**src/rtl/tcw_pkg.sv**
```systemverilog
`timescale 1ns / 1ps
`default_nettype none

package tcw_pkg;

  // Default screen geometry
  localparam int TCW_COLS = 80;
  localparam int TCW_ROWS = 25;

  // Field widths
  localparam int CMD_W      = 2;
  localparam int BYTE_W     = 8;
  localparam int IDX_W      = 11;
  localparam int CURSOR_W   = 11;
  localparam int CELL_W     = 16;
  localparam int IN_TDATA_W  = 24;
  localparam int OUT_TDATA_W = 32;
  localparam int APB_AW     = 3;
  localparam int APB_DW     = 32;

  // Commands
  localparam logic [CMD_W-1:0] CMD_PUT   = 2'd0;
  localparam logic [CMD_W-1:0] CMD_CLEAR = 2'd1;
  localparam logic [CMD_W-1:0] CMD_READ  = 2'd2;

  // Register select (paddr bit 2)
  localparam logic REG_ATTR = 1'b0;
  localparam logic REG_UTF8 = 1'b1;

  // Characters and reset values
  localparam logic [BYTE_W-1:0] CH_NL      = 8'h0A;
  localparam logic [BYTE_W-1:0] CH_BS      = 8'h08;
  localparam logic [BYTE_W-1:0] CH_SPACE   = 8'h20;
  localparam logic [BYTE_W-1:0] CH_QMARK   = 8'h3F;
  localparam logic [BYTE_W-1:0] ATTR_RESET = 8'h0F;
  localparam logic [CELL_W-1:0] RESET_CELL = 16'h0F20;

  // UTF-8 lead byte masks and patterns
  localparam logic [BYTE_W-1:0] LEAD2_MASK = 8'hE0;
  localparam logic [BYTE_W-1:0] LEAD2_PAT  = 8'hC0;
  localparam logic [BYTE_W-1:0] LEAD3_MASK = 8'hF0;
  localparam logic [BYTE_W-1:0] LEAD3_PAT  = 8'hE0;
  localparam logic [BYTE_W-1:0] LEAD4_MASK = 8'hF8;
  localparam logic [BYTE_W-1:0] LEAD4_PAT  = 8'hF0;

  typedef struct packed {
    logic [CMD_W-1:0]  cmd;
    logic [BYTE_W-1:0] byte_in;
    logic [IDX_W-1:0]  cell_index;
  } tcw_item_t;

  typedef struct packed {
    logic [BYTE_W-1:0] attribute;
    logic              utf8_mode;
  } tcw_cfg_t;

  typedef struct packed {
    logic                valid;
    logic [CURSOR_W-1:0] cursor_pos;
    logic [CELL_W-1:0]   cell_data;
  } tcw_res_t;

endpackage

`default_nettype wire

```
**src/rtl/tcw_ctrl.sv**
```systemverilog
`timescale 1ns / 1ps
`default_nettype none

module tcw_ctrl #(
  parameter int COLS = tcw_pkg::TCW_COLS,
  parameter int ROWS = tcw_pkg::TCW_ROWS
) (
  input  logic                              clk_i,
  input  logic                              rst_ni,
  input  logic                              item_valid_i,
  output logic                              item_ready_o,
  input  tcw_pkg::tcw_item_t                item_i,
  input  tcw_pkg::tcw_cfg_t                 cfg_i,
  input  logic                              res_ready_i,
  output tcw_pkg::tcw_res_t                 res_o,
  output logic                              ram_we_o,
  output logic [$clog2(COLS*ROWS)-1:0]      ram_waddr_o,
  output logic [tcw_pkg::CELL_W-1:0]        ram_wdata_o,
  output logic                              ram_re_o,
  output logic [$clog2(COLS*ROWS)-1:0]      ram_raddr_o,
  input  logic [tcw_pkg::CELL_W-1:0]        ram_rdata_i
);

  import tcw_pkg::*;

  localparam int CELLS  = COLS * ROWS;
  localparam int N_COPY = (ROWS - 1) * COLS;
  localparam int AW     = $clog2(CELLS);
  localparam int COL_W  = $clog2(COLS);

  typedef enum logic [6:0] {
    ST_INIT   = 7'b0000001,
    ST_IDLE   = 7'b0000010,
    ST_EXEC   = 7'b0000100,
    ST_SCROLL = 7'b0001000,
    ST_BLANK  = 7'b0010000,
    ST_READ   = 7'b0100000,
    ST_DONE   = 7'b1000000
  } state_e;

  state_e            state_q, state_d;
  tcw_item_t         item_q;
  logic [COL_W-1:0]  col_q, col_d;
  logic [AW-1:0]     row_base_q, row_base_d;
  logic [1:0]        skip_q, skip_d;
  logic [AW-1:0]     cnt_q, cnt_d;
  logic [AW-1:0]     last_q, last_d;
  logic              drain_q, drain_d;
  logic              wv_q, wv_d;
  logic [AW-1:0]     wa_q, wa_d;
  logic [CELL_W-1:0] data_q, data_d;

  // Shared address adder
  logic [AW-1:0]     add_a, add_b, add_sum;

  logic              hi_byte;
  logic [BYTE_W-1:0] eff_b;
  logic [CELL_W-1:0] blank;
  logic              last_row;
  logic              adv;

  assign add_sum  = add_a + add_b;
  assign hi_byte  = cfg_i.utf8_mode && item_q.byte_in[BYTE_W-1];
  assign eff_b    = hi_byte ? CH_QMARK : item_q.byte_in;
  assign blank    = {cfg_i.attribute, CH_SPACE};
  assign last_row = (row_base_q == AW'(N_COPY));

  // Operands of the shared address adder
  always_comb begin
    add_a = row_base_q;
    add_b = AW'(col_q);
    if (state_q == ST_SCROLL) begin
      add_a = cnt_q;
      add_b = AW'(COLS);
    end else if (state_q == ST_EXEC && item_q.cmd == CMD_PUT && eff_b == CH_BS &&
                 col_q != '0) begin
      // Backspace blanks the cell left of the cursor
      add_b = AW'(col_q - COL_W'(1));
    end
  end

  always_comb begin
    state_d    = state_q;
    col_d      = col_q;
    row_base_d = row_base_q;
    skip_d     = skip_q;
    cnt_d      = cnt_q;
    last_d     = last_q;
    drain_d    = drain_q;
    wv_d       = wv_q;
    wa_d       = wa_q;
    data_d     = data_q;
    adv        = 1'b0;

    ram_we_o    = 1'b0;
    ram_waddr_o = add_sum;
    ram_wdata_o = blank;
    ram_re_o    = 1'b0;
    ram_raddr_o = AW'(item_q.cell_index);

    item_ready_o      = (state_q == ST_IDLE);
    res_o.valid       = 1'b0;
    res_o.cursor_pos  = CURSOR_W'(add_sum);
    res_o.cell_data   = data_q;

    case (state_q)
      ST_INIT: begin
        ram_we_o    = 1'b1;
        ram_waddr_o = cnt_q;
        ram_wdata_o = RESET_CELL;
        if (cnt_q == last_q) begin
          state_d = ST_IDLE;
        end else begin
          cnt_d = cnt_q + AW'(1);
        end
      end
      ST_IDLE: begin
        if (item_valid_i) begin
          state_d = ST_EXEC;
        end
      end
      ST_EXEC: begin
        data_d  = '0;
        state_d = ST_DONE;
        case (item_q.cmd)
          CMD_PUT: begin
            if (skip_q != 2'd0) begin
              skip_d = skip_q - 2'd1;
            end else begin
              if (hi_byte) begin
                if ((item_q.byte_in & LEAD2_MASK) == LEAD2_PAT) begin
                  skip_d = 2'd1;
                end else if ((item_q.byte_in & LEAD3_MASK) == LEAD3_PAT) begin
                  skip_d = 2'd2;
                end else if ((item_q.byte_in & LEAD4_MASK) == LEAD4_PAT) begin
                  skip_d = 2'd3;
                end
              end
              if (eff_b == CH_NL) begin
                col_d = '0;
                adv   = 1'b1;
              end else if (eff_b == CH_BS) begin
                // Step back and blank, never past column 0
                if (col_q != '0) begin
                  ram_we_o    = 1'b1;
                  ram_wdata_o = blank;
                  col_d       = col_q - COL_W'(1);
                end
              end else begin
                ram_we_o    = 1'b1;
                ram_wdata_o = {cfg_i.attribute, eff_b};
                if (col_q == COL_W'(COLS - 1)) begin
                  col_d = '0;
                  adv   = 1'b1;
                end else begin
                  col_d = col_q + COL_W'(1);
                end
              end
              if (adv) begin
                if (last_row) begin
                  state_d = ST_SCROLL;
                  cnt_d   = '0;
                  drain_d = 1'b0;
                  wv_d    = 1'b0;
                end else begin
                  row_base_d = row_base_q + AW'(COLS);
                end
              end
            end
          end
          CMD_CLEAR: begin
            col_d      = '0;
            row_base_d = '0;
            skip_d     = 2'd0;
            cnt_d      = '0;
            last_d     = AW'(CELLS - 1);
            state_d    = ST_BLANK;
          end
          CMD_READ: begin
            if (32'(item_q.cell_index) < CELLS) begin
              ram_re_o = 1'b1;
              state_d  = ST_READ;
            end
          end
          default: begin
          end
        endcase
      end
      ST_SCROLL: begin
        // Read one row ahead, write back the word read last cycle
        ram_re_o    = !drain_q;
        ram_raddr_o = add_sum;
        ram_we_o    = wv_q;
        ram_waddr_o = wa_q;
        ram_wdata_o = ram_rdata_i;
        wa_d        = cnt_q;
        wv_d        = !drain_q;
        if (drain_q) begin
          state_d = ST_BLANK;
          cnt_d   = AW'(N_COPY);
          last_d  = AW'(CELLS - 1);
        end else if (cnt_q == AW'(N_COPY - 1)) begin
          drain_d = 1'b1;
        end else begin
          cnt_d = cnt_q + AW'(1);
        end
      end
      ST_BLANK: begin
        ram_we_o    = 1'b1;
        ram_waddr_o = cnt_q;
        ram_wdata_o = blank;
        if (cnt_q == last_q) begin
          state_d = ST_DONE;
        end else begin
          cnt_d = cnt_q + AW'(1);
        end
      end
      ST_READ: begin
        data_d  = ram_rdata_i;
        state_d = ST_DONE;
      end
      ST_DONE: begin
        res_o.valid = res_ready_i;
        if (res_ready_i) begin
          state_d = ST_IDLE;
        end
      end
      default: begin
        state_d = ST_IDLE;
      end
    endcase
  end

  always_ff @(posedge clk_i or negedge rst_ni) begin
    if (!rst_ni) begin
      state_q    <= ST_INIT;
      col_q      <= '0;
      row_base_q <= '0;
      skip_q     <= 2'd0;
      cnt_q      <= '0;
      last_q     <= AW'(CELLS - 1);
      drain_q    <= 1'b0;
      wv_q       <= 1'b0;
    end else begin
      state_q    <= state_d;
      col_q      <= col_d;
      row_base_q <= row_base_d;
      skip_q     <= skip_d;
      cnt_q      <= cnt_d;
      last_q     <= last_d;
      drain_q    <= drain_d;
      wv_q       <= wv_d;
    end
  end

  always_ff @(posedge clk_i) begin
    wa_q   <= wa_d;
    data_q <= data_d;
    if (item_ready_o && item_valid_i) begin
      item_q <= item_i;
    end
  end

endmodule

`default_nettype wire
```
**config.mk**
```make
export PLATFORM = sky130hd
export DESIGN_NAME = tcw_ctrl
export DESIGN_NICKNAME = d
export VERILOG_FILES = /design/src/rtl/tcw_pkg.sv /design/src/rtl/tcw_ctrl.sv
export SDC_FILE = /design/constraint.sdc
export NUM_CORES = 1
export LEC_CHECK = 0
export ABC_CLOCK_PERIOD_IN_PS = 10700
export BUFFER_PORTS_ARGS = -buffer_cell sky130_fd_sc_hd__buf_2
export CAP_MARGIN = 30
export CORE_MARGIN = 2
export CORE_UTILIZATION = 52
export CTS_CLUSTER_DIAMETER = 50
export DETAILED_ROUTE_END_ITERATION = 7
export PLACE_DENSITY = 0.77
export SYNTH_ARGS = -nofsm -noshare
export SYNTH_HDL_FRONTEND = slang
export SYNTH_SLANG_ARGS = --single-unit
export TNS_END_PERCENT = 30
```
**constraint.sdc**
```tcl
create_clock -name clk_i -period 10.7 [get_ports clk_i]
set_clock_uncertainty 0.1 [all_clocks]
set_input_delay 1.605 -clock clk_i [delete_from_list [all_inputs] [get_ports clk_i]]
set_output_delay 1.605 -clock clk_i [all_outputs]
set_load 0.005 [all_outputs]
```
Yosys cells after proc, flatten, opt, wreduce, memory -nomap -nowiden:

Index checks and enable logic that the tools add are counted.

* equal/unequal tests: 40
* add/subtract/negate cells: 7
* reduce and logical (&&, ||, !) cells: 21
* muxes and demuxes: 74
* $lt $le $gt $ge: 1

Operators with widths (number)
* 11-bit two-way mux: 15
* 7-bit two-way mux: 14
* 11-bit case mux with 2 select lines: 4
* 7-bit case mux with 7 select lines: 1
* 16-bit case mux with 3 select lines: 1
* 8-bit two-way mux: 5
* 11-bit case mux with 3 select lines: 1
* 16-bit case mux with 2 select lines: 1
* 11-bit equality test (second input constant): 2
* 7-bit case mux with 3 select lines: 1
* 1-bit two-way mux: 20
* 2-bit inequality test (second input constant): 10
* 8-bit by 4-bit equality test with 1-bit output (second input constant): 2
* 5-bit AND reduction: 3
* 7-bit equality test (second input constant): 2
* 7-bit case mux with 2 select lines: 1
* 11-bit by 1-bit adder with 11-bit output (second input constant): 1
* 11-bit adder: 1
* 11-bit by 7-bit adder with 11-bit output (second input constant): 1
* 11-bit equality test: 1
* 11-bit less-than comparator (second input constant): 1
* 2-bit two-way mux: 5
* 3-bit inequality test (second input constant): 3
* 2-bit by 1-bit inequality test with 1-bit output (second input constant): 4
* 32 further kinds: 43

* word-level logic and storage cells: 156
* bits of input ports: 50
* register bits after elaboration: 99

Depth between registers and ports, before layout:

Gate-level depths: netlist (run 1).

* depth after elaboration: 12
* depth in mapped cells: 16

Worst setup path before layout (run 1):

Ideal clock, no wire load.

* path type: input to output
* start: input cfg_i[0] in the netlist's numbering
* end: output ram_waddr_o[10]
* cell stages on the path: 12
* data required time: 8.995 ns
* setup slack: 4.897 ns
* arrival: 4.098 ns
* cell sequence: a21oi_1 > and4_1 > nand2_1 > o31ai_1 > nand2_1 > ha_1 > or3_1 > or2_2 > o22a_1 > a31oi_1 > xnor3_1 > o21ai_1

* word-level cells in the longest chain between the ends: 9

Ends and longest elaborated chain
* start, declared: RTL line tcw_ctrl.sv:13 `input tcw_pkg::tcw_cfg_t cfg_i,`
* 1-bit logical AND: RTL line tcw_ctrl.sv:63 `assign hi_byte = cfg_i.utf8_mode && item_q.byte_in[BYTE_W-1];`
* 8-bit two-way mux: RTL line tcw_ctrl.sv:64 `assign eff_b = hi_byte ? CH_QMARK : item_q.byte_in;`
* 8-bit by 4-bit equality test with 1-bit output: RTL line tcw_ctrl.sv:75 `end else if (state_q == ST_EXEC && item_q.cmd == CMD_PUT && eff_b == CH_BS &&`
* 1-bit logical AND (2 in a row): RTL line tcw_ctrl.sv:75
* 11-bit two-way mux: RTL line tcw_ctrl.sv:75
* 11-bit two-way mux: RTL line tcw_ctrl.sv:72 `if (state_q == ST_SCROLL) begin`
* 11-bit adder: RTL line tcw_ctrl.sv:62 `assign add_sum = add_a + add_b;`
* 11-bit case mux with 2 select lines: RTL line tcw_ctrl.sv:106 `case (state_q)`
* end, declared: RTL line tcw_ctrl.sv:17 `output logic [$clog2(COLS*ROWS)-1:0] ram_waddr_o,`

No other way between the ends.

Final worst setup path (run 1):

* start: register state_q[5]
* end: output ram_raddr_o[6]

* word-level cells in the longest chain between the ends: 8
* elaborated cells between the ends (all ways): 10
* those cells by class: 1 x add/sub; 2 x eq/ne; 4 x mux; 3 x reduce/logical

Ends and longest elaborated chain
* start, declared: RTL line tcw_ctrl.sv:41 `state_e state_q, state_d;`
* start signal, assigned: RTL line tcw_ctrl.sv:245 `state_q <= state_d;`
* 7-bit by 3-bit equality test with 1-bit output: RTL line tcw_ctrl.sv:75
* 1-bit logical AND (3 in a row): RTL line tcw_ctrl.sv:75
* 11-bit two-way mux: RTL line tcw_ctrl.sv:75
* 11-bit two-way mux: RTL line tcw_ctrl.sv:72
* 11-bit adder: RTL line tcw_ctrl.sv:62
* 11-bit two-way mux (*): RTL line tcw_ctrl.sv:106
* end, declared: RTL line tcw_ctrl.sv:20 `output logic [$clog2(COLS*ROWS)-1:0] ram_raddr_o,`

Every way passes the cells marked *; elsewhere a longest branch is shown, timed or not.

==> run summary, run 1 <==
In this run, distinct cell masters in the synthesized netlist total 73. At the end of routability-driven placement, the weighted congestion stood at 0.930. Headroom to the max-slew limit came out at 31.0%. The library cell occupying the most area in the post-synthesis netlist was edfxtp_1. The global routing met2 resource utilization came out at 40.1%.

The actual transition at the worst max-transition pin was 1.03 ns. The logs give 119 for the count of boundary I/O pins and 0 for the count of yosys warnings during synthesis. The leakage component of the power was 2.77 nW. The synthesized netlist net count is 627, and the clock period minus worst slack is 6.41 ns.

Of the available clock period, the critical path in the final layout requires 59.9%. Summed over its instances, the top area cell type makes up 27.5% of the synthesized netlist area. The via count of the first global-routing pass came out at 4449. Each instance of the synthesized netlist takes up on average 9.36 sq um. In this run the tool buffered the top-level ports with 118 buffer cells.

Static timing analysis puts the maximum clock frequency at 156 MHz. The signal on the critical path passes through or3_4 -> or4_1 -> buf_4 -> clkinv_4 -> and2_1 -> ha_1 -> inv_1 -> fa_1 -> nor2b_1 -> o31a_1 -> o21a_1 -> nor2_1 -> xnor2_1 -> mux2_2 -> buf_2. The antenna cell count was 0.

For the worst setup path, the data arrival time is 4.70 ns. The critical path launch point type was a flop. Clock tree synthesis inserted a total of 9 buffers. Counting flops with an async set or reset pin after synthesis yields a share of 42.9%. For the largest net degree at the start of global routing, the log shows 75. The type of the worst setup path was reg2out.

The worst hold-check path type is reg2reg. The wire length after detailed routing was 13600 um; the number of enable flip-flop cells after synthesis was 48. The tool flagged a number of max-cap violations equal to 0. The run gives 2340 sq um as the area taken by flip-flops and latches. The final-report setup violation count was 0. The final-layout worst hold slack came out at 0.434 ns. The via-per-instance ratio is 5.83, and the post-synthesis instance area is 5250 sq um. The required time of the worst setup path is 9.00 ns. Element type at the critical path end: an output pin. In this run the deepest clock path goes through 2 buffers. The final HPWL from detailed placement is 9950 um, and the number of nets with antenna violations after detailed routing is 0. At the later pin of the worst-skew pair, clock insertion delay measures 0.37 ns. In this run the worst path has a maximum fanout of 74. The number of antenna violations at the first check in global routing is 0. On the worst path, the slowest cell contributes a delay of 0.47 ns. Most congested layer reported by global routing: met2.

For the count of mapped cells out of synthesis, the log shows 561. For this run, global-route usage on met3 was measured as 4.32%. Ranked by total cell area, the synthesized netlist is headed by edfxtp_1, dfrtp_1, nand2_1.

Summing all multi-input logic gate instances after layout gives 2730 sq um. The tree is rooted in a clkbuf_8. After clock tree synthesis, the repair step resized 0 gates. For this run, design rule violations remaining after detail routing come to 0.

For this run, the detailed router's first-pass iteration total came to 6. Across every metal layer, demand over resource in global routing totals 25.0%. Total power per unit cell area: 101 nW/um^2.

The clock transition at the registers of the reported paths was 0.09 ns; the detailed-route wire length per cell was 16.9 um. The clock net in this run drives a total of 84 sinks. The area overhead of the layout relative to synthesis is 17.4%, and the number of filler cells placed in the layout is 844. Summing over every cut layer, the via total after detailed routing is 4681.

The sequential cell area fraction in the yosys report is 44.6%. The total core area came out at 9770 sq um. The max-slew violation total from the final report was 0; the die span in x was 104 um. Among all stages on the critical path, the largest delay is contributed by or4_1. Dominant register cell in the synthesized netlist: edfxtp_1. Buffers added to address setup during post-CTS repair amount to 0.

For this block, the initial DRC count from the detailed router was 335. The met1 track demand over resource came out at 33.6%. From bottom edge to top edge, the die measures 104 um. The most common cell after layout, fill and taps aside is buf_2. The run finished with clean final reports.

Leaving out fill and tap cells, the most frequent cells in the layout are buf_2, nand2_1, edfxtp_1. In this run the number of H-tree levels came out at 3. Final sum of negative setup slack: 0 ns. Summed over all layers, the global routing overflow is 0. Number of hold violations in the final report: 0.

The logs give 0 for the hold buffer count at cts and 22000 um for the wire length of the first global-routing pass. For this configuration, the core starts out at a cell density of 53.7%. The floorplan step defined a die boundary enclosing 10900 sq um. The initialized floorplan defines 36 standard-cell rows.

TritonCTS built the clock tree. The share of layout cells above drive strength 1 is 24.3%. Setup repair after global routing left no endpoint under its margin. For the net count reported at finish, the log shows 731. The maximum resistive drop on vdd came out at 0.0000595 V.

The total of flip-flops plus latches after synthesis was 84.
-- final cells by class --
class	count	area share [%]
well taps	133	2.70
inverters	16	1.06
clock inverters	4	0.833
clock buffers	12	3.05
multi-input cells	433	44.3
repair buffers	121	10.1
flip-flops and latches	84	38.0
-- through the flow --
stage                     cells  power, mW  setup WS (ns)  utilization, %  instance area, sq um
final                       803      0.621           4.29            63.0                  6160
after global routing        803      0.638           4.06            63.0                  6160
after CTS                   803      0.625           4.31            63.0                  6160
after detailed placement    787      0.364           4.40            60.6                  5920
after global placement      786      0.363           4.45            60.4                  5910
after floorplan             561      0.350           4.90               -                  5250
-- synth_stat cells (9+ instances only) --
cell,count
nor2_1,47
edfxtp_1,48
xnor2_1,13
dfrtp_1,35
inv_1,15
nand2_1,82
o21ai_0,42
nand3_1,20
buf_2,9
clkbuf_1,16
a21oi_1,13
nor2b_1,11
nor3_1,9
o31ai_1,9
ha_1,15
and2_1,26
-- worst paths after layout --
path                       startpoint             end  slack, ns  cells after the start
min                         skip_q[0]       skip_q[0]       0.43                      1
max                        state_q[5]  ram_raddr_o[6]       4.29                     15
max in group asynchronous      rst_ni       skip_q[0]       8.70                      1
min reg2reg                 skip_q[0]       skip_q[0]       0.43                      1
min in group asynchronous      rst_ni      state_q[2]       1.25                      1
max reg2reg                state_q[3]        cnt_q[3]       7.48                      6
-- registers in the layout, summed over array words and instances (netlist names), 2 cells and up --
| register | cells |
|---|---|
| wa_q | 11 |
| cnt_q | 11 |
| state_q | 7 |
| skip_q | 2 |
| col_q | 7 |
| item_q | 21 |
| data_q | 16 |
| row_base_q | 7 |
-- routing by layer --
metal	routed length, um	share of wire [%]	vias to the layer above
met5	0	0	-
met4	276	2.0	0
met3	780	5.7	27
met2	6730	49	154
met1	5820	43	2259
li1	-	-	2241
-- where the power goes --
part | internal (mW) | switching [mW]
logic | 0.00841 | 0.00766
clock network | 0.143 | 0.122
registers | 0.341 | 0
-- worst max-delay path: cells and delay by family (launching register included) --
family / cells / cell delay, ns
compound gates: 2 / 0.36
flops: 1 / 0.45
buf+inv: 4 / 0.87
simple gates: 5 / 1.38
mux: 1 / 0.24
xor+xnor: 1 / 0.38
fa+ha+maj: 2 / 0.62
-- logic make-up (layout without fill, tap and decap cells) --
family / Yosys count / count (layout) / share of synthesized area, %
fa+ha+maj: 16 / 16 / 3.96
flops: 84 / 84 / 44.6
xor+xnor: 22 / 22 / 3.93
compound gates: 135 / 135 / 18.1
mux: 6 / 6 / 1.22
simple gates: 254 / 254 / 24.6
buf+inv: 44 / 153 / 3.53
Power figures use the tool's default switching activity.
==> run 2, diff against run 1 <==
ABC_AREA = 1   (was unset)
ABC_CLOCK_PERIOD_IN_PS = 6300   (was 10700)
clock period = 6.3 ns   (was 10.7 ns; I/O delays follow)
==> run 2 against run 1 <==
Cell area up 4.1%. Synthesized area rose by 4.7%. Worst hold slack worse by 0.035 ns. Largest power group is now combinational logic.
==> run summary, run 2 <==
Die span in x: 107 um (was 104 um). The count of yosys warnings during synthesis is 0 (unchanged), and the via count of the first global-routing pass is 5098 (was 4449). The maximum fanout encountered on the critical timing path is 8 (was 74), and the average footprint of a synthesized cell is 7.69 sq um (was 9.36 sq um). Proportion of register bits with asynchronous set or reset after synthesis: 42.9% (unchanged). Final design instance area without fill: 6410 sq um (was 6160 sq um). The number of DRC markers after the initial detailed-route iteration is 484 (was 335), and the number of buffer and inverter instances along the worst setup path is 6 (was 4). The run gives 0 (unchanged) as the final-report setup violation count. The detailed-route wire length per cell is 15.3 um (was 16.9 um). Top cells by instance count after synthesis: nand2_1, inv_1, nor2_1 (was nand2_1, edfxtp_1, nor2_1).

The run gives 26.4% (was 25.0%) as the overall fraction of global-route tracks in use. The required time of the worst setup path was 5.25 ns (was 9.00 ns); the placement-stage cell area was 6190 sq um (was 5920 sq um). The final HPWL from detailed placement is 11100 um (was 9950 um), and the largest net degree at the start of global routing is 41 (was 75).

The count of boundary I/O pins was 119 (unchanged). Area contributors post-synth: edfxtp_1, dfrtp_1, nand2_1 (unchanged). The total power consumption of the routed design was 2.89 mW (was 621 uW); the final sum of negative setup slack was 0 ns (unchanged). For the finished layout, the period the worst path requires is 5.32 ns. The count of maximum capacitance violations was 0 (unchanged). The leakage component of the power came out at 3.22 nW (was 2.77 nW). The tools report the wire length after detailed routing as 14800 um (was 13600 um). The critical path launch point type was a primary input (was a flop). The hold buffer count at cts is 0 (unchanged), and the placer congestion estimate is 0.904 (was 0.930). Setup repair after global routing left no endpoint under its margin.

Worst hold-check path type: reg2reg (unchanged). For the number of antenna violations at the first check in global routing, the log shows 0 (unchanged). The number of hold violations in the final report was 0 (unchanged). The floorplan die area is 11400 sq um (was 10900 sq um), and the share of the synthesized area in the top cell type is 26.2% (was 27.5%). Flip-flop count of the largest register, all copies and words added: 21 (unchanged).

The number of distinct standard cells referenced by the synthesized netlist was 45 (was 73); the total of cells resized after clock tree synthesis was 0 (unchanged). For the relative max-transition margin, the log shows 38.9% (was 31.0%). The count of mapped cells out of synthesis is 715 (was 561), and the insertion delay to the later sink of the worst-skew pair is 0.36 ns (was 0.37 ns). The H-tree depth is 3 (unchanged), and the die boundary height is 107 um (was 104 um). The tools report the CTS buffer count as 9 (unchanged). The tools report the net count reported at finish as 894 (was 731). For this run, the top clock speed supported by timing is 188 MHz.

The run gives 5 (was 6) as the first-pass iteration count of the detailed router. Dominant register cell in the synthesized netlist: edfxtp_1 (unchanged). The synthesized netlist net count was 781 (was 627); the maximum resistive drop on vdd was 0.000216 V (was 0.0000595 V). The tools report the number of buffers on the longest clock path as 2 (unchanged). The wire length of the first global-routing pass came out at 23800 um (was 22000 um). The tools report the count of standard-cell rows as 37 (was 36). CP cell instances: buf_2 -> nand2_2 -> nand2_1 -> nor2_1 -> nand2_1 -> nor2_2 -> nand2_1 -> inv_2 -> o21ai_0 -> a21oi_1 -> ha_1 -> inv_1 -> fa_1 -> inv_1 -> nand3_1 -> and2_1 -> o21ai_0 -> a21oi_1 -> inv_1 -> nand2_1 -> nand3_1 -> nand2_1 -> buf_2 (was or3_4 -> or4_1 -> buf_4 -> clkinv_4 -> and2_1 -> ha_1 -> inv_1 -> fa_1 -> nor2b_1 -> o31a_1 -> o21a_1 -> nor2_1 -> xnor2_1 -> mux2_2 -> buf_2).

Actual transition at the worst max-transition pin: 0.916 ns (was 1.03 ns). Number of enable flip-flop cells after synthesis: 48 (unchanged). Most frequent cells in the layout: nand2_1, buf_2, inv_1 (was buf_2, nand2_1, edfxtp_1).

The run gives 5500 sq um (was 5250 sq um) as the post-synthesis instance area. Most common cell after layout, fill and taps aside: nand2_1 (was buf_2). The max-slew violation total from the final report is 0 (unchanged), and the total power per unit cell area is 450 nW/um^2 (was 101 nW/um^2). The most numerous cell type found on the critical path is nand2_1. The number of nets with antenna violations after detailed routing is 0 (unchanged), and the total core area is 10300 sq um (was 9770 sq um).

Largest registers ranked by flip-flop count: item_q x21, data_q x16 (unchanged). The number of remaining DRC errors is 0 (unchanged). TritonCTS built the clock tree. The logs give 0 (unchanged) for the setup fix buffers added after clock tree synthesis and 0.399 ns (was 0.434 ns) for the final-layout worst hold slack. The library cell occupying the most area in the post-synthesis netlist was edfxtp_1 (unchanged). The run finished with clean final reports. The most common cell in the netlist was nand2_1 (unchanged). The run gives 53.5% (was 53.7%) as the initial standard-cell utilization of the core.

The data arrival time of the critical path was 4.28 ns (was 4.70 ns); the total of flip-flops plus latches after synthesis was 84 (unchanged). The tools report the cell chosen for the clock root as clkbuf_8 (unchanged). Area overhead of the layout relative to synthesis: 16.7% (was 17.4%). The antenna cell count was 0 (unchanged); the placed cell count was 953 (was 787).

Cell class contributing the biggest share of worst-path delay: simple AND/OR/NAND/NOR gates (unchanged). The global route total overflow came out at 0 (unchanged). Clock sink count: 84 (unchanged). The via-per-instance ratio was 5.52 (was 5.83); the peak per-stage delay on the critical path was 0.41 ns (was 0.47 ns).

The sequential cell area fraction in the yosys report is 42.6% (was 44.6%), and the clock transition at the registers of the reported paths is 0.08 ns (was 0.09 ns). The largest register by flop count is item_q (unchanged). The cell with the largest stage delay on the worst path is fa_1 (was or4_1). The type of the worst setup path is in2out (was reg2out). The worst path uses 84.5% of the clock period. The element type at the critical path end was an output pin (unchanged). The post-layout instance count excluding filler cells was 969 (was 803); the total number of vias was 5347 (was 4681).

The port buffer count was 118 (unchanged); the share of layout cells above drive strength 1 was 20.4% (was 24.3%).
## run 2: cell types whose count changed in the layout (fill, tap and decap cells not counted), moves of 10 or more
cell     previous run  this run
a21oi_1            13        24
xor2_1              8        18
inv_1              15        97
nand3_1            20        68
nor2b_1            11         0
and2_1             26         4
nor2_1             47        68
o21ai_0            42        52
nand2_1            82       164
## run 2: per-layer routing
layer	GRT usage (%)	vias up	wire length, um
li1	-	2586	-
met1	34.3	2524	6260
met5	0	-	0
met3	4.19	23	1030
met4	10.1	0	278
met2	44.5	214	7290
## run 2: cell families after synthesis
| group | count (synthesis) | synth area share, % |
|---|---|---|
| xor+xnor | 24 | 3.82 |
| simple gates | 346 | 27.8 |
| fa+ha+maj | 16 | 3.78 |
| flops | 84 | 42.6 |
| buf+inv | 126 | 9.56 |
| compound gates | 119 | 12.4 |
## run 2: stage by stage
stage / setup WS, ns / utilization, %
3_3_place_gp: 1.20 / 59.9
5_1_grt: 0.607 / 62.4
6_report: 0.978 / 62.4
2_1_floorplan: 1.76 / -
3_5_place_dp: 1.11 / 60.2
4_1_cts: 1.08 / 62.4
## run 2: path summary, 6_finish.rpt
check	start	endpoint	slack (ns)	cells past startpoint
hold reg to reg	skip_q[1]	skip_q[1]	0.40	2
min in group asynchronous	rst_ni	col_q[3]	0.61	1
setup reg to reg	state_q[0]	item_q[8]	3.18	12
setup / recovery	cfg_i[0]	ram_raddr_o[8]	0.98	23
max in group asynchronous	rst_ni	cnt_q[2]	4.91	1
hold / removal	skip_q[1]	skip_q[1]	0.40	2
## run 2: worst reg2reg max path, delay by kind of cell, from the launching register on
kind | cells | cell delay [ns]
and+or+nand+nor | 7 | 1.21
DFF | 1 | 0.54
buffers and inverters | 5 | 1.00
## run 2: report_power, final
| part | leakage [nW] | switching (mW) | internal, mW |
|---|---|---|---|
| logic | 2.19 | 0.930 | 0.541 |
| clock network | 0.106 | 0.202 | 0.233 |
| registers | 0.919 | 0.172 | 0.808 |
## run 2: layout make-up
cell class	instances	area, sq um
clock buffer	10	138
clock inverter	6	87.6
fill	932	3860
inverter	106	403
multi-input combinational	505	2630
sequential	84	2340
tap	136	170
timing repair buffer	122	641
==> run 3, diff against run 2 <==
ABC_CLOCK_PERIOD_IN_PS = 4290   (was 6300)
CORE_UTILIZATION = 50   (was 52)
clock period = 4.29 ns   (was 6.3 ns; I/O delays follow)
==> run 3 against run 2 <==
Wire length fell by 2.0%. Largest power group unchanged. Cell area rose by 4.9%. Highest routed layer unchanged. Critical path depth fell by 4. Total power rose by 53%. Register-to-register slack got worse by 1.9 ns. Critical endpoint is now ram_waddr_o[7]. Combinational power rose by 59%. Global-route usage fell by 0.71 points. Utilization fell by 0.071 points. Final cell count rose by 2.8%.
==> run summary, run 3 (synthesis gave the netlist of run 2 again) <==
The flow ran to the end, and the final reports show no timing, DRC or antenna violations. The tools report the startpoint of the lowest-slack register-to-register path as state_q[4] (was state_q[0]). The floorplan die area is 11900 sq um (was 11400 sq um), and the share of layout cells above drive strength 1 is 26.5% (was 20.4%). The hold buffer count at cts is 0 (unchanged). Number of buffers on the longest clock path: 2 (unchanged). The number of remaining DRC errors was 0 (unchanged); the total power per unit cell area was 656 nW/um^2 (was 450 nW/um^2).

Largest registers ranked by flip-flop count: item_q x21, data_q x16 (unchanged). The data arrival time of the critical path came out at 3.38 ns (was 4.28 ns). The final sum of negative setup slack was 0 ns (unchanged). The run gives 0 (unchanged) as the max-slew violation total from the final report. The final design instance area without fill was 6730 sq um (was 6410 sq um); the flip-flop count of the largest register, all copies and words added was 21 (unchanged). The global route total overflow is 0 (unchanged). The die boundary height is 109 um (was 107 um), and the antenna cell count is 0 (unchanged). The logs give 917 (was 894) for the net count reported at finish and 0.164 ns (was 0.978 ns) for the final worst setup slack. Critical path launch point type: a flop (was a primary input). Relative max-transition margin: 41.7% (was 38.9%).

The type of the worst setup path is reg2out (was in2out). The wire length of the first global-routing pass came out at 23700 um (was 23800 um). The via count of the first global-routing pass is 4954 (was 5098), and the share of the clock period used by the worst path is 96.2%. The run gives 0 (unchanged) as the final-report setup violation count.

The most common cell after layout, fill and taps aside is nand2_1 (unchanged). The capture instance of the worst register-to-register path was cnt_q[10] (was item_q[8]). The worst hold-check path type was in2async (was reg2reg). The largest net degree at the start of global routing was 37 (was 41).

The clock sink count was 84 (unchanged); the insertion delay to the later sink of the worst-skew pair was 0.38 ns (was 0.36 ns). Setup repair after global routing could not meet its margin everywhere. For the number of hold violations in the final report, the log shows 0 (unchanged). Element type at the critical path end: an output pin (unchanged).

The die span in x was 109 um (was 107 um); the overall fraction of global-route tracks in use was 25.7% (was 26.4%). Via-per-instance ratio: 5.35 (was 5.52). The placer congestion estimate was 0.918 (was 0.904). The area overhead of the layout relative to synthesis is 22.4% (was 16.7%), and the leakage component of the power is 3.34 nW (was 3.22 nW). For the flop-to-flop setup slack, the log shows 1.27 ns (was 3.18 ns). The routed design could run at a clock period as short as 4.13 ns. For the first-pass iteration count of the detailed router, the log shows 5 (unchanged). Peak per-stage delay on the critical path: 0.42 ns (was 0.41 ns).

The initial standard-cell utilization of the core was 50.9% (was 53.5%). The count of boundary I/O pins is 119 (unchanged). The largest register by flop count is item_q (unchanged).

The actual transition at the worst max-transition pin came out at 0.875 ns (was 0.916 ns). Cell repeated most along the worst path: nand2_1 (unchanged). The run gives 5331 (was 5347) as the total number of vias. For the count of maximum capacitance violations, the log shows 0 (unchanged). The cell with the largest stage delay on the worst path is dfrtp_1 (was fa_1). The port buffer count was 118 (unchanged); the count of cells along the worst register-to-register path was 13 (was 12).

The tools report the worst slack after detailed placement as -0.0193 ns (was 1.11 ns). For the final-layout worst hold slack, the log shows 0.284 ns (was 0.399 ns). For the H-tree depth, the log shows 3 (unchanged). TritonCTS built the clock tree. The maximum fanout encountered on the critical timing path is 5 (was 8). The placement-stage cell area came out at 6240 sq um (was 6190 sq um).

The tools report the number of DRC markers after the initial detailed-route iteration as 309 (was 484). The number of nets with antenna violations after detailed routing was 0 (unchanged). The total power consumption of the routed design came out at 4.41 mW (was 2.89 mW).

The tools report the wire length after detailed routing as 14600 um (was 14800 um). The logs give 10800 sq um (was 10300 sq um) for the total core area and 10700 um (was 11100 um) for the final HPWL from detailed placement. CP cell instances: inv_2 -> nand2_4 -> nor2_4 -> nand3_2 -> nor2_4 -> nand2_2 -> buf_4 -> o211ai_1 -> inv_1 -> ha_1 -> inv_1 -> o31ai_1 -> nand2_1 -> nand2_1 -> nand2_1 -> and2_1 -> nand2_1 -> nand2_1 -> buf_2 (was buf_2 -> nand2_2 -> nand2_1 -> nor2_1 -> nand2_1 -> nor2_2 -> nand2_1 -> inv_2 -> o21ai_0 -> a21oi_1 -> ha_1 -> inv_1 -> fa_1 -> inv_1 -> nand3_1 -> and2_1 -> o21ai_0 -> a21oi_1 -> inv_1 -> nand2_1 -> nand3_1 -> nand2_1 -> buf_2). The clock transition at the registers of the reported paths is 0.09 ns (was 0.08 ns), and the highest clock rate is 242 MHz. Most frequent cells in the layout: nand2_1, buf_2, inv_1 (unchanged). The count of standard-cell rows is 38 (was 37), and the detailed-route wire length per cell is 14.6 um (was 15.3 um).

The tools report the cell chosen for the clock root as clkbuf_8 (unchanged). Maximum resistive drop on vdd: 0.000313 V (was 0.000216 V). The run gives 0 (unchanged) as the number of antenna violations at the first check in global routing.

The required time of the worst setup path was 3.55 ns (was 5.25 ns); the CTS buffer count was 9 (unchanged).
run 3: layout make-up:
cell class / instances / area (sq um)
clock buffer: 11 / 141
timing repair buffer: 145 / 797
fill: 947 / 4070
clock inverter: 5 / 85.1
sequential: 84 / 2340
tap: 140 / 175
multi-input combinational: 505 / 2780
inverter: 106 / 405
run 3: worst max-delay path by stage:
stage / to / depth (start not counted) / from
floorplan: ram_raddr_o[6] / 19 / cfg_i[0]
global placement: ram_raddr_o[8] / 23 / cfg_i[0]
detailed placement: ram_raddr_o[8] / 22 / cfg_i[0]
CTS: ram_raddr_o[8] / 21 / col_q[1]
global route: ram_raddr_o[9] / 19 / col_q[1]
finish: ram_waddr_o[7] / 19 / state_q[4]
run 3: power breakdown:
part / total, mW / leakage, nW / internal, mW / switching, mW
clock network: 0.654 / 0.110 / 0.347 / 0.307
registers: 1.42 / 0.919 / 1.19 / 0.232
logic: 2.34 / 2.32 / 0.897 / 1.44
total: 4.41 / 3.34 / 2.43 / 1.98
run 3: critical path, delay by kind of cell, from the launching register on:
family | cells | cell delay, ns
and+or+nand+nor | 11 | 1.14
buffers and inverters | 5 | 0.49
DFF | 1 | 0.42
adders and majority gates | 1 | 0.28
AOI/OAI and AO/OA | 2 | 0.65
run 3: metrics by stage:
stage               instances  utilization [%]
finish                    996             62.3
global route              996             62.3
CTS                       983             60.1
detailed placement        966             57.8
global placement          966             57.8
floorplan                 715                -
run 3: what timing repair did:
item | in CTS | in global routing
gates cloned | 0 | 0
pin swaps | 0 | 11
endpoints found under the setup margin | 7 | 24
buffers inserted | 1 | 13
gates resized for setup | 5 | 42
run 3: metal layers:
layer,track usage [%],share of wire (%)
met1,33.9,43
met2,42.2,48
met3,4.84,5.9
met4,9.52,2.4
met5,0,0
